[config.mk]
export PLATFORM = sky130hd
export DESIGN_NAME = isbm_fifo
export DESIGN_NICKNAME = d
export VERILOG_FILES = /design/src/rtl/isbm_fifo.sv
export SDC_FILE = /design/constraint.sdc
export NUM_CORES = 1
export LEC_CHECK = 0
export ABC_AREA = 1
export BUFFER_PORTS_ARGS = -buffer_cell sky130_fd_sc_hd__buf_2
export CAP_MARGIN = 20
export CELL_PAD_IN_SITES_DETAIL_PLACEMENT = 0
export CELL_PAD_IN_SITES_GLOBAL_PLACEMENT = 2
export CORE_MARGIN = 1.5
export CORE_UTILIZATION = 39
export CTS_BUF_LIST = sky130_fd_sc_hd__clkbuf_8
export DETAILED_ROUTE_END_ITERATION = 7
export PLACE_DENSITY = 0.81
export SLEW_MARGIN = 25
export SYNTH_ARGS = -nofsm -noshare
export SYNTH_HDL_FRONTEND = slang
export SYNTH_SLANG_ARGS = --single-unit
[constraint.sdc]
create_clock -name i_clk -period 2 [get_ports i_clk]
set_input_delay 0.1 -clock i_clk [delete_from_list [all_inputs] [get_ports i_clk]]
set_output_delay 0.1 -clock i_clk [all_outputs]
set_load 0.005 [all_outputs]
[src/rtl/isbm_fifo.sv]
`timescale 1ns / 1ps
module isbm_fifo #(
    parameter int W     = 8,
    parameter int DEPTH = 4
) (
    input  logic         i_clk,
    input  logic         i_rst_n,
    input  logic         i_push,
    input  logic [W-1:0] i_data,
    input  logic         i_pop,
    output logic [W-1:0] o_data,
    output logic         o_full,
    output logic         o_empty
);
    localparam int AW = (DEPTH > 1) ? $clog2(DEPTH) : 1;
    localparam int CW = $clog2(DEPTH + 1);

    logic [W-1:0]  r_mem [DEPTH];
    logic [AW-1:0] r_wp, r_rp;
    logic [CW-1:0] r_cnt;
    logic          w_wr, w_rd;

    assign o_full  = (r_cnt == CW'(DEPTH));
    assign o_empty = (r_cnt == '0);
    assign w_wr    = i_push && !o_full;
    assign w_rd    = i_pop && !o_empty;
    assign o_data  = r_mem[r_rp];

    function automatic logic [AW-1:0] f_inc(input logic [AW-1:0] p);
        f_inc = (p == AW'(DEPTH - 1)) ? '0 : p + AW'(1);
    endfunction

    always_ff @(posedge i_clk) begin
        if (!i_rst_n) begin
            r_wp  <= '0;
            r_rp  <= '0;
            r_cnt <= '0;
        end else begin
            if (w_wr) r_wp <= f_inc(r_wp);
            if (w_rd) r_rp <= f_inc(r_rp);
            if (w_wr && !w_rd) r_cnt <= r_cnt + CW'(1);
            else if (w_rd && !w_wr) r_cnt <= r_cnt - CW'(1);
        end
    end

    always_ff @(posedge i_clk) begin
        if (w_wr) r_mem[r_wp] <= i_data;
    end
endmodule

==> out/qor.txt <==
number of cell rows: 23
level count of the clock H-tree: 2
Final setup viols: 0
number of buffers inserted to repair setup after CTS: 0
setup total negative slack: 0 ns
vias in the first global route: 1098
Final HPWL DP: 2.09 mm
Worst Setup SP: r_cnt[1]
Skew-Pair Late Insertion Delay: 0.28 ns
CTS hold repair buffers: 0
cell area after placement: 1880 um^2
clock tree sinks: 41
DIE AREA: 4750 um^2
worst-case hold slack: 0.0231 ns
cell class contributing the biggest share of worst-path delay: adder cells
number of maximum-capacitance violations: 0
arrival time reported for the critical path endpoint: 2.05 ns
GRT met2 Usage: 25.4%
met1 usage: 16.9%
leakage power: 0.802 nW
total of warnings raised by yosys: 0
Worst Hold Class: in -> reg
Worst VDD drop: 0.000534 V
Antenna Nets Post-Route: 0
register clock-pin slew on the reported worst setup and hold paths: 0.07 ns
via count: 1100
Routed WL: 3.00 mm
Unique masters post-synth: 18
Critical Path Sink Type: register
P per Cell Area: 1230 nW/um^2
finished layout cell area: 1960 um^2
Inserted Clock Buffers: 5
Critical Path Slowest Stage Cell: sky130_fd_sc_hd__fa_1
routed wirelength normalized by instance count: 13.0 um
largest net degree at the start of global routing: 17
most frequent cells in the layout: sky130_fd_sc_hd__nor2_1 (33), sky130_fd_sc_hd__edfxtp_1 (32), sky130_fd_sc_hd__buf_2 (21)
final weighted congestion of routability-driven global placement: 0.832
ANT cells: 0
worst-margin pin slew: 0.346 ns
power share of the combinational group: 31.6%
Mean Syn Cell Area: 11.4 um^2
port buffer count: 21
stage delay of the slowest cell on the critical path: 0.42 ns
clock power share: 20.5%
synth-to-layout area growth: 15.9%
Max-slew headroom: 76.9%
highest net fanout along the worst path: 7
fraction of post-synthesis cell area in the top cell type by area: 56.8%
maximum clock path buffer count: 2
cell type with the largest total area after synthesis: sky130_fd_sc_hd__edfxtp_1
initial antenna violation count: 0
Syn Inst Count: 148
share of synthesized area occupied by flip-flops and latches: 67.4%
startpoint-to-endpoint class of the critical path: reg -> reg
register bit count reported by yosys: 41
Tot GR Track Use: 15.0%
most area-consuming cells after synthesis: sky130_fd_sc_hd__edfxtp_1 (57%), sky130_fd_sc_hd__dfxtp_1 (11%), sky130_fd_sc_hd__nor2_1 (7.3%)
internal portion of total power: 0.00161 W
sort of element at the start of the critical path: register
net count after synthesis: 167
io pins: 22
die width: 68.9 um
Max Clk Rate: 534 MHz
required time of the critical path: 2.18 ns
met3 layer usage reported by global route: 4.87%
remaining global-route overflow: 0
status: complete, no violations
switching part of the total power: 33.6%
worst path cell trace: nor2_1, nand2_1, nand2_2, inv_1, ha_1, inv_1, fa_1, o21ai_0, nor2_1
worst-case clock skew: 0.00250 ns
most common cell after layout, fill and taps aside: sky130_fd_sc_hd__nor2_1
y dimension of the die: 68.9 um
DRC violations left: 0
beginning of the worst register-to-register path: r_cnt[1]
CTS tree: done
iteration count of the initial detailed-routing pass: 4
power after layout: 0.00242 W
fraction of layout instances using a drive strength above 1: 22.2%
Switching Power: 0.000812 W
final cycle utilization of the critical path: 93.6%
fraction of power consumed by sequential logic: 47.9%
CP Buf/Inv Count: 2
startpoint of the worst hold path: i_data[4]
Slew Viols, Final: 0
final-stage net count: 198
via-per-instance ratio: 4.78
placed insts: 222
final hold violation count: 0
Core Box Area: 4090 um^2
final critical-path required period: 1.87 ns
gr busiest metal: met2
first-pass GRT wire length: 4.92 mm
Initial DRC Count: 96
post-synthesis instance area: 1690 um^2
unrepaired setup endpoints after global routing: no
number of cells in the finished layout apart from fillers: 230
initial core utilization: 41.4%
clock root buffer: sky130_fd_sc_hd__clkbuf_8
synthesized netlist by cell type:
library cell / number
sky130_fd_sc_hd__nand3_1: 1
sky130_fd_sc_hd__nand2_2: 1
sky130_fd_sc_hd__o22ai_1: 8
sky130_fd_sc_hd__edfxtp_1: 32
sky130_fd_sc_hd__fa_1: 1
sky130_fd_sc_hd__nand2_1: 14
sky130_fd_sc_hd__inv_1: 18
sky130_fd_sc_hd__o21ai_0: 14
sky130_fd_sc_hd__o21ai_1: 1
sky130_fd_sc_hd__ha_1: 6
sky130_fd_sc_hd__buf_6: 2
sky130_fd_sc_hd__inv_2: 1
sky130_fd_sc_hd__nand4_1: 1
sky130_fd_sc_hd__nor2_1: 33
sky130_fd_sc_hd__o21ai_2: 3
sky130_fd_sc_hd__a21oi_1: 2
sky130_fd_sc_hd__dfxtp_1: 9
sky130_fd_sc_hd__nand3b_1: 1
layer usage:
| layer | wire length (um) | up-vias |
|---|---|---|
| met3 | 144 | 8 |
| met5 | 0 | - |
| met2 | 1500 | 21 |
| li1 | - | 563 |
| met1 | 1280 | 508 |
| met4 | 72 | 0 |
final timing paths:
| kind | endpoint | slack (ns) | cells past startpoint |
|---|---|---|---|
| worst max-delay path | r_cnt[1] | 0.13 | 9 |
| worst min-delay path | r_mem[3][4] | 0.02 | 1 |
| worst max register to register | r_cnt[1] | 0.13 | 9 |
| worst min register to register | r_cnt[0] | 0.49 | 2 |
per-stage QoR:
stage | utilization, % | setup slack (ns)
final | 48.0 | 0.128
after floorplan | - | 0.310
after global placement | 45.9 | 0.214
after CTS | 47.9 | 0.134
after global routing | 48.0 | 0.00527
after detailed placement | 45.9 | 0.155
flip-flops by register name, indices dropped and copies added (netlist names), named ones only:
register  flops
r_wp          2
r_cnt         3
r_rp          2
r_mem        32
logic make-up (layout without fill, tap and decap cells):
kind of cell             count (synthesis)  in the layout  share of synthesized area, %
flip-flops                              41             41                          67.4
AND/OR/NAND/NOR                         51             51                          11.9
adder cells (fa/ha/maj)                  7              7                          5.62
AO/OA/AOI/OAI                           28             28                          9.53
buffers and inverters                   21             53                          5.54
cell type report:
class                   count  area, um^2
well taps                  50        62.6
fillers                   391        2120
flip-flops and latches     41        1140
clock inverters             3        12.5
inverters                  19        71.3
clock buffers               5        68.8
repair buffers             26         143
multi-input cells          86         460
what timing repair did:
action / 4_1_cts / 5_1_grt
endpoints found under the hold margin: 0 / 0
resized for setup: 0 / 3
setup endpoints to repair: 0 / 2
power by group through the flow:
stage	sequential (W)	clock, W	combinational [W]
2_1_floorplan	0.00114	0	0.000519
3_3_place_gp	0.00117	0	0.000740
3_5_place_dp	0.00117	0	0.000768
4_1_cts	0.00116	0.000514	0.000769
5_1_grt	0.00117	0.000550	0.000891
6_report	0.00116	0.000496	0.000765
Power figures use the tool's default switching activity.
