### src/rtl/isbm_pkg.sv
`timescale 1ns / 1ps
package isbm_pkg;

    localparam int MAX_DEVICES     = 8;
    localparam int BLOCK_BYTES     = 512;
    localparam int MINIROOT_BLOCKS = 4096;
    localparam int BLOCK_SHIFT     = $clog2(BLOCK_BYTES);

    localparam int BLK_W   = 31;
    localparam int BYTES_W = 24;
    localparam int ILV_W   = 21;
    localparam int NDEV_W  = 4;
    localparam int TOT_W   = 31;
    localparam int PRES_W  = 8;
    localparam int IDX_W   = 3;
    localparam int ST_W    = 2;
    localparam int CFG_IDX_W  = 3;
    localparam int CFG_DATA_W = 31;

    // start block after the miniroot offset
    localparam int VBLK_W = BLK_W + 1;
    // request length in blocks
    localparam int SZ_W   = BYTES_W + 1 - BLOCK_SHIFT;

    localparam int MID_DEPTH_DEF = 4;
    localparam int OUT_DEPTH_DEF = 2;

    localparam logic [ST_W-1:0] ST_OK      = 2'd0;
    localparam logic [ST_W-1:0] ST_INVALID = 2'd1;
    localparam logic [ST_W-1:0] ST_NODEV   = 2'd2;
    localparam logic [ST_W-1:0] ST_UNUSED  = 2'd3;

    typedef enum logic [CFG_IDX_W-1:0] {
        CFG_INTERLEAVE = 3'd0,
        CFG_NDEV       = 3'd1,
        CFG_TOTAL      = 3'd2,
        CFG_PRESENT    = 3'd3,
        CFG_MINIROOT   = 3'd4
    } t_cfg_idx;

    typedef struct packed {
        logic              bad_range;
        logic [SZ_W-1:0]   sz;
        logic [VBLK_W-1:0] blk;
    } t_req;

    typedef struct packed {
        logic [IDX_W-1:0] device_index;
        logic [BLK_W-1:0] device_block;
        logic [ST_W-1:0]  status;
    } t_res;

    typedef struct packed {
        logic [ILV_W-1:0]  chunk;
        logic [NDEV_W-1:0] ndev;
        logic [PRES_W-1:0] present;
    } t_map_cfg;

endpackage

### src/rtl/isbm_front.sv
`timescale 1ns / 1ps
module isbm_front (
    input  logic                       i_clk,
    input  logic                       i_rst_n,
    input  logic                       i_push,
    output logic                       o_full,
    input  logic [isbm_pkg::BLK_W-1:0] i_block_number,
    input  logic [isbm_pkg::BYTES_W-1:0] i_byte_count,
    input  logic                       i_miniroot,
    input  logic [isbm_pkg::TOT_W-1:0] i_total,
    input  logic                       i_q_full,
    output logic                       o_q_push,
    output isbm_pkg::t_req             o_q_data
);
    import isbm_pkg::*;

    logic  r_valid;
    t_req  r_req;
    t_req  n_req;
    logic  w_adv;
    logic  [VBLK_W:0] w_end;

    assign w_adv    = !r_valid || !i_q_full;
    assign o_full   = !w_adv;
    assign o_q_push = r_valid;
    assign o_q_data = r_req;

    always_comb begin
        n_req.blk = {1'b0, i_block_number}
                  + (i_miniroot ? VBLK_W'(MINIROOT_BLOCKS) : '0);
        n_req.sz  = SZ_W'(({1'b0, i_byte_count} + (BYTES_W + 1)'(BLOCK_BYTES - 1))
                          >> BLOCK_SHIFT);
        w_end     = {1'b0, n_req.blk} + (VBLK_W + 1)'(n_req.sz);
        n_req.bad_range = (w_end > (VBLK_W + 1)'(i_total));
    end

    always_ff @(posedge i_clk) begin
        if (!i_rst_n) r_valid <= 1'b0;
        else if (w_adv) r_valid <= i_push;
    end

    always_ff @(posedge i_clk) begin
        if (w_adv && i_push) r_req <= n_req;
    end
endmodule

### config.mk
export PLATFORM = sky130hd
export DESIGN_NAME = isbm_front
export DESIGN_NICKNAME = d
export VERILOG_FILES = /design/src/rtl/isbm_pkg.sv /design/src/rtl/isbm_front.sv
export SDC_FILE = /design/constraint.sdc
export NUM_CORES = 1
export LEC_CHECK = 0
export BUFFER_PORTS_ARGS = -buffer_cell sky130_fd_sc_hd__buf_2
export CORE_MARGIN = 8
export CORE_UTILIZATION = 55
export DETAILED_ROUTE_END_ITERATION = 12
export GPL_ROUTABILITY_DRIVEN = 0
export PLACE_DENSITY = 0.95
export SYNTH_ARGS = -nofsm -noshare
export SYNTH_HDL_FRONTEND = slang
export SYNTH_SLANG_ARGS = --single-unit
### constraint.sdc
create_clock -name i_clk -period 9.3 [get_ports i_clk]
set_clock_uncertainty 0.05 [all_clocks]
set_input_delay 1.86 -clock i_clk [delete_from_list [all_inputs] [get_ports i_clk]]
set_output_delay 1.86 -clock i_clk [all_outputs]
set_load 0.1 [all_outputs]
==> metrics, run 1 <==
Critical Path RT=between 9 and 10 ns; worst path cell trace=buf_2 -> nor2_1 -> a41oi_1 -> and3_1 -> and3_1 -> nand3_1 -> xnor2_1 -> ha_1 -> a21oi_1 -> nand2_1 -> o21ai_0 -> o21ai_2 -> o22ai_1 -> and4bb_1 -> xor2_1 -> ha_1 -> nand4_1 -> nor4_1 -> a32oi_1 -> o211ai_1 -> nand3b_1 -> a31o_2; PD cells=between 100 and 150 mW/mm²; sequential area share after synthesis=about a third; Compound-Gate Fraction of Synth Area=between 10% and 20%; Final Max Tran Viols=0; crit path DAT=about 7 ns; P_leak=about 0.0024 µW; dpl ws=roughly 2.1 ns; IO Port Bufs=around 140; Worst Hold Class=reg2reg; Overflow after GRT=0; vias in the first global route=between 4000 and 5000; Cell Area, Synth=about 0.0042 mm²; Final HPWL DP=~9500 µm; Root Buffer Master=clkbuf_8; Layout fillers=between 500 and 600; Critical Path Max Stage Delay=0.42 ns; Routed WL=approximately 12000 µm; Syn Area/Cell=slightly below 10 µm²; routed vias/inst=5.72; MaxCap Viol Count=0; largest family of logic cells by synthesized area=simple AND/OR/NAND/NOR gates; Synth Area in Adders=between 10% and 20%; Max FO, Critical Path=7; H-tree lvl count=2; Core Region=between 0.007 and 0.008 mm²; yosys warns=0; Die H=just over 100 µm; post-synthesis mux area share=0%; Post-synth top flop=edfxtp_1; Synth Register Bits=50; CTS buffer count=5; Skew-Pair Late Insertion Delay=0.29 ns; RSZ-0062 raised after global routing=no; period utilization=between 70% and 80%; final hold vios=0; Post-synth EDFFs=49; critical path's slowest cell=o22ai_1; Via Count=about 3900; post-CTS resize count=0; DR pass1 iterations=4; IO Count=between 100 and 150; synth unique cells=slightly above 60; Starting Density=between 50% and 60%; setup tns final=0 ns; antenna violations before repair=0; layout cells sized above 1=about 29%; Row Count=32; Synth Area in Simple Gates=17.3%; CTS tree=built; DRT antenna net count=0; Area Overhead vs Synth=21.0%; CP Capture Type=flop; syn nets=approximately 580; Syn Inst Count=434; Die Footprint=0.0107 mm²; Rel. slew slack=roughly 55%; Worst-path clk slew=approximately 0.090 ns; die width=just over 100 µm; most frequent cells in the layout=141 x buf_2, 52 x ha_1, 49 x edfxtp_1, 41 x inv_1, 40 x xnor2_1; GR Util All Layers=between 20% and 30%; global-route wire length before repair=18900 µm; Clock Sinks=50; asr flop ratio synth=0%; most common library cell in the layout ignoring fill and taps=buf_2; Inserted Diodes=0; Min Clock Period, post-route=6.90 ns; CP Launch Type=input pin; Worst Path Class, Setup=in2reg; Iter 0 DRT Violations=213; largest net degree at the start of global routing=50; worst-case vdd ir drop=about 0.00009 V; Routed WL per cell=between 15 and 20 µm; CTS Buffer Depth=2; fmax=145 MHz; Final setup viols=0; hold buffers post-CTS=0; xor/xnor share of the synthesized area=12.4%; Post-CTS Setup Inserts=0; fin nets=just over 700; measured slew at the worst slew-check pin=roughly 0.68 ns; fin worst setup slack=approximately 2.4 ns; Remaining DRCs=0; outcome=finished clean
routing by layer:
layer	part of all wire [%]	vias up	global-route usage [%]
li1	-	1861	-
met1	39	1813	22.8
met2	51	172	38.1
met3	7.4	29	4.40
met4	2.6	0	8.17
met5	0	-	0
layout make-up:
cell class | instances | area, µm² | area share [%]
Multi-Input combinational cell | 336 | 2550 | 49.9
Timing Repair Buffer | 142 | 713 | 14.0
Sequential cell | 50 | 1490 | 29.2
Inverter | 41 | 154 | 3.01
Clock inverter | 1 | 3.75 | 0.0734
Tap cell | 102 | 128 | 2.50
Clock buffer | 5 | 68.8 | 1.35
kinds of logic (layout without fill, tap and decap cells):
family	Yosys count	in the layout
simple gates	132	132
compound gates	91	91
xor+xnor	60	60
fa+ha+maj	53	53
flops	50	50
buf+inv	48	189
cell usage after synthesis (3+ instances only):
master	number	area share, %
a211oi_1	6	1.1
xnor2_1	40	8.3
xor2_1	20	4.1
a21o_1	7	1.2
nand4_1	11	1.6
and3_1	12	1.8
nor2_1	20	1.8
clkbuf_1	4	0.36
o21a_1	5	0.89
o211ai_1	7	1.2
inv_1	41	3.6
nand2b_1	6	0.89
nor3_1	3	0.36
edfxtp_1	49	35
nand2_1	34	3.0
nand3_1	19	2.3
ha_1	52	15
a21oi_1	29	3.4
nor2b_1	5	0.74
nor4_1	3	0.44
o21ai_0	15	1.8
final timing paths:
| kind | startpoint | endpoint | slack, ns | depth (start not counted) |
|---|---|---|---|---|
| min | o_q_push$_SDFFE_PN0N_ | o_q_push$_SDFFE_PN0N_ | 0.63 | 2 |
| min reg2reg | o_q_push$_SDFFE_PN0N_ | o_q_push$_SDFFE_PN0N_ | 0.63 | 2 |
| max | i_byte_count[4] | o_q_data[48]$_DFFE_PP_ | 2.40 | 22 |
| max reg2reg | o_q_push$_SDFFE_PN0N_ | o_q_data[20]$_DFFE_PP_ | 7.73 | 3 |
power by group:
| group | total (µW) | switching (µW) | internal [µW] |
|---|---|---|---|
| Sequential | 267 | 3.17 | 264 |
| Clock | 119 | 69.9 | 49.4 |
| Combinational | 307 | 215 | 92.1 |
worst max-delay path, delay by kind of cell:
family                     cells  cell delay [ns]
xor gates and xnor gates       2             0.41
buffers and inverters          1             0.08
AOI/OAI and AO/OA              8             2.05
adders and majority gates      2             0.61
and+or+nand+nor                9             1.90
per-stage QoR:
| stage | total power (µW) | hold slack [ns] | instances | area, µm² | util [%] |
|---|---|---|---|---|---|
| after floorplan | 504 | 1.59 | 434 | 4230 | - |
| after global placement | 564 | 0.586 | 671 | 5040 | 66.6 |
| after detailed placement | 576 | 0.615 | 671 | 5040 | 66.6 |
| after CTS | 695 | 0.636 | 677 | 5110 | 67.5 |
| after global routing | 729 | 0.705 | 677 | 5110 | 67.5 |
| final | 694 | 0.631 | 677 | 5110 | 67.5 |
flip-flops by register name (all words and copies together), names as in the netlist:
signal,count
o_q_data,49
o_q_push,1
(Power assumes the default switching activity.)
==> inputs of run 2 (changes only) <==
--- a/config.mk
+++ b/config.mk
@@ -5,12 +5,13 @@
 export SDC_FILE = /design/constraint.sdc
 export NUM_CORES = 1
 export LEC_CHECK = 0
+export ABC_AREA = 1
 export BUFFER_PORTS_ARGS = -buffer_cell sky130_fd_sc_hd__buf_2
 export CORE_MARGIN = 8
-export CORE_UTILIZATION = 55
+export CORE_UTILIZATION = 52
 export DETAILED_ROUTE_END_ITERATION = 12
 export GPL_ROUTABILITY_DRIVEN = 0
-export PLACE_DENSITY = 0.95
+export PLACE_DENSITY = 0.92
 export SYNTH_ARGS = -nofsm -noshare
 export SYNTH_HDL_FRONTEND = slang
 export SYNTH_SLANG_ARGS = --single-unit
==> constraint.sdc (replaced) <==
create_clock -name i_clk -period 6.79 [get_ports i_clk]
set_clock_uncertainty 0.05 [all_clocks]
set_input_delay 1.358 -clock i_clk [delete_from_list [all_inputs] [get_ports i_clk]]
set_output_delay 1.358 -clock i_clk [all_outputs]
set_load 0.1 [all_outputs]
==> run 2 against run 1 <==
Synthesized area up 2.7%. Worst hold slack worse by 0.19 ns. Via count rose by 11%. Routed wire length grew 6.6%. Cell area is 3.7% higher. Clock power is 79% higher. Critical path depth increased by 7. First-iteration DRC count is 50% higher. Setup slack got worse by 1.2 ns. Non-clock buffer count stayed put. Sequential cell count unchanged. Synthesized cell count grew 26%.
==> metrics, run 2 <==
outcome=finished clean; P_leak=approximately 0.0027 µW; syn nets=between 600 and 700; asr flop ratio synth=0%; measured slew at the worst slew-check pin=between 0.6 and 0.7 ns; layout cells sized above 1=between 20% and 30%; area of the multi-input gates=between 0.002 and 0.003 mm²; Overflow after GRT=0; Syn Area/Cell=a little under 8 µm²; MaxCap Viol Count=0; CTS buffer count=5; vias in the first global route=about 4500; Die H=107 µm; Post-synth top flop=edfxtp_1; Inserted Diodes=0; synth unique cells=36; Layout fillers=653; Post-synth EDFFs=about 50; PD cells=191 mW/mm²; post-route insts no fill=~800; H-tree lvl count=2; Critical Path RT=about 6.9 ns; fin nets=between 800 and 900; global-route wire length before repair=between 15000 and 20000 µm; Via Count=between 4000 and 5000; top cells by count, synth=121 x nand2_1, 88 x inv_1, 66 x nor2_1, 52 x ha_1, 49 x edfxtp_1; Final setup viols=0; Core Region=0.00818 mm²; top-area cell type share of the netlist area=33.9%; Worst path most repeated cell=nand2_1; GR Util All Layers=around a fifth; die width=approximately 110 µm; Worst-path clk slew=roughly 0.10 ns; Iter 0 DRT Violations=320; Clock Sinks=50; Area Overhead vs Synth=22.2%; top-count cell post-synth=nand2_1; Synth Register Bits=50; hold buffers post-CTS=0; CP Capture Type=flop; CTS tree=built; Die Footprint=0.0115 mm²; Row Count=33; CP Launch Type=input pin; most frequent cells in the layout=141 x buf_2, 121 x nand2_1, 88 x inv_1, 65 x nor2_1, 52 x ha_1; largest net degree at the start of global routing=50; most common library cell in the layout ignoring fill and taps=buf_2; Worst Hold Class=reg2reg; Remaining DRCs=0; Routed WL per cell=about 15 µm; Min Clock Period, post-route=~5.6 ns; Root Buffer Master=clkbuf_8; RSZ-0062 raised after global routing=no; Final Max Tran Viols=0; post-CTS resize count=0; Cell Area, Synth=roughly 0.0043 mm²; period utilization=81.9%; Critical Path Max Stage Delay=between 0.4 and 0.5 ns; Syn Inst Count=between 500 and 600; fin worst setup slack=1.23 ns; CTS Buffer Depth=2; DR pass1 iterations=6; setup tns final=0 ns; antenna violations before repair=0; crit path DAT=5.70 ns; critical path's slowest cell=nor4_1; IO Count=142; Final HPWL DP=roughly 10000 µm; sequential area share after synthesis=around 34%; cell count after placement=~790; post-synth top area cell=edfxtp_1; DRT antenna net count=0; final hold vios=0; Max FO, Critical Path=4; Worst Path Class, Setup=in2reg; Largest register FFs=slightly below 50; Post-CTS Setup Inserts=0; yosys warns=0; dpl ws=roughly 1 ns; Rel. slew slack=57.5%; worst-case vdd ir drop=0.0000929 V; Starting Density=between 50% and 60%; IO Port Bufs=~140; Reg area=around 0.0015 mm²; Tot Pwr=roughly 1000 µW; fmax=between 150 and 200 MHz; top cells by area, synth=edfxtp_1 34%, ha_1 15%, nand2_1 10%; routed vias/inst=~5.4; Skew-Pair Late Insertion Delay=0.30 ns; Routed WL=about 12000 µm
run 2: worst max-delay path: cells and delay by family:
kind	cells	cell delay [ns]
simple gates	20	2.52
fa+ha+maj	2	0.68
xor+xnor	1	0.19
compound gates	4	0.70
buf+inv	2	0.24
run 2: final cells by class:
type / count / share of cell area (%)
well taps: 105 / 2.48
clock buffers: 6 / 1.37
repair buffers: 142 / 13.4
multi-input cells: 405 / 47.4
flip-flops and latches: 50 / 28.1
inverters: 91 / 6.44
clock inverters: 2 / 0.708
run 2: metrics by stage:
stage / util [%] / hold WS (ns) / area, µm²
global placement: 63.5 / 0.417 / 5190
CTS: 64.9 / 0.451 / 5300
detailed placement: 63.5 / 0.440 / 5190
global route: 64.9 / 0.493 / 5300
floorplan: - / 0.878 / 4340
finish: 64.9 / 0.445 / 5300
run 2: where the power goes:
part / switching, µW / internal [µW] / leakage (µW) / total, µW
sequential: 4.43 / 362 / 0.000482 / 366
clock: 103 / 110 / 0.0000514 / 213
combinational: 312 / 119 / 0.00219 / 431
run 2: cell families after synthesis:
group                    after synthesis  synth area share [%]
AO/OA/AOI/OAI                         64                  7.90
XOR/XNOR                              44                  10.2
adder cells (fa/ha/maj)               53                  15.5
buffers and inverters                 91                  7.87
flip-flops                            50                  34.4
AND/OR/NAND/NOR                      244                  24.2
run 2: worst paths after layout:
check / from / to / slack, ns / depth (start not counted)
worst max-delay path: i_byte_count[5] / o_q_data[48]$_DFFE_PP_ / 1.23 / 29
worst min-delay path: o_q_push$_SDFFE_PN0N_ / o_q_push$_SDFFE_PN0N_ / 0.45 / 2
worst max register to register: o_q_push$_SDFFE_PN0N_ / o_q_data[6]$_DFFE_PP_ / 5.33 / 4
worst min register to register: o_q_push$_SDFFE_PN0N_ / o_q_push$_SDFFE_PN0N_ / 0.45 / 2
run 2: layer usage:
metal,wire [µm],vias up,track usage (%)
met5,0,-,0
met4,369,0,9.12
met3,1030,39,3.83
met2,6400,235,40.0
met1,4500,1936,22.2
li1,-,2089,-
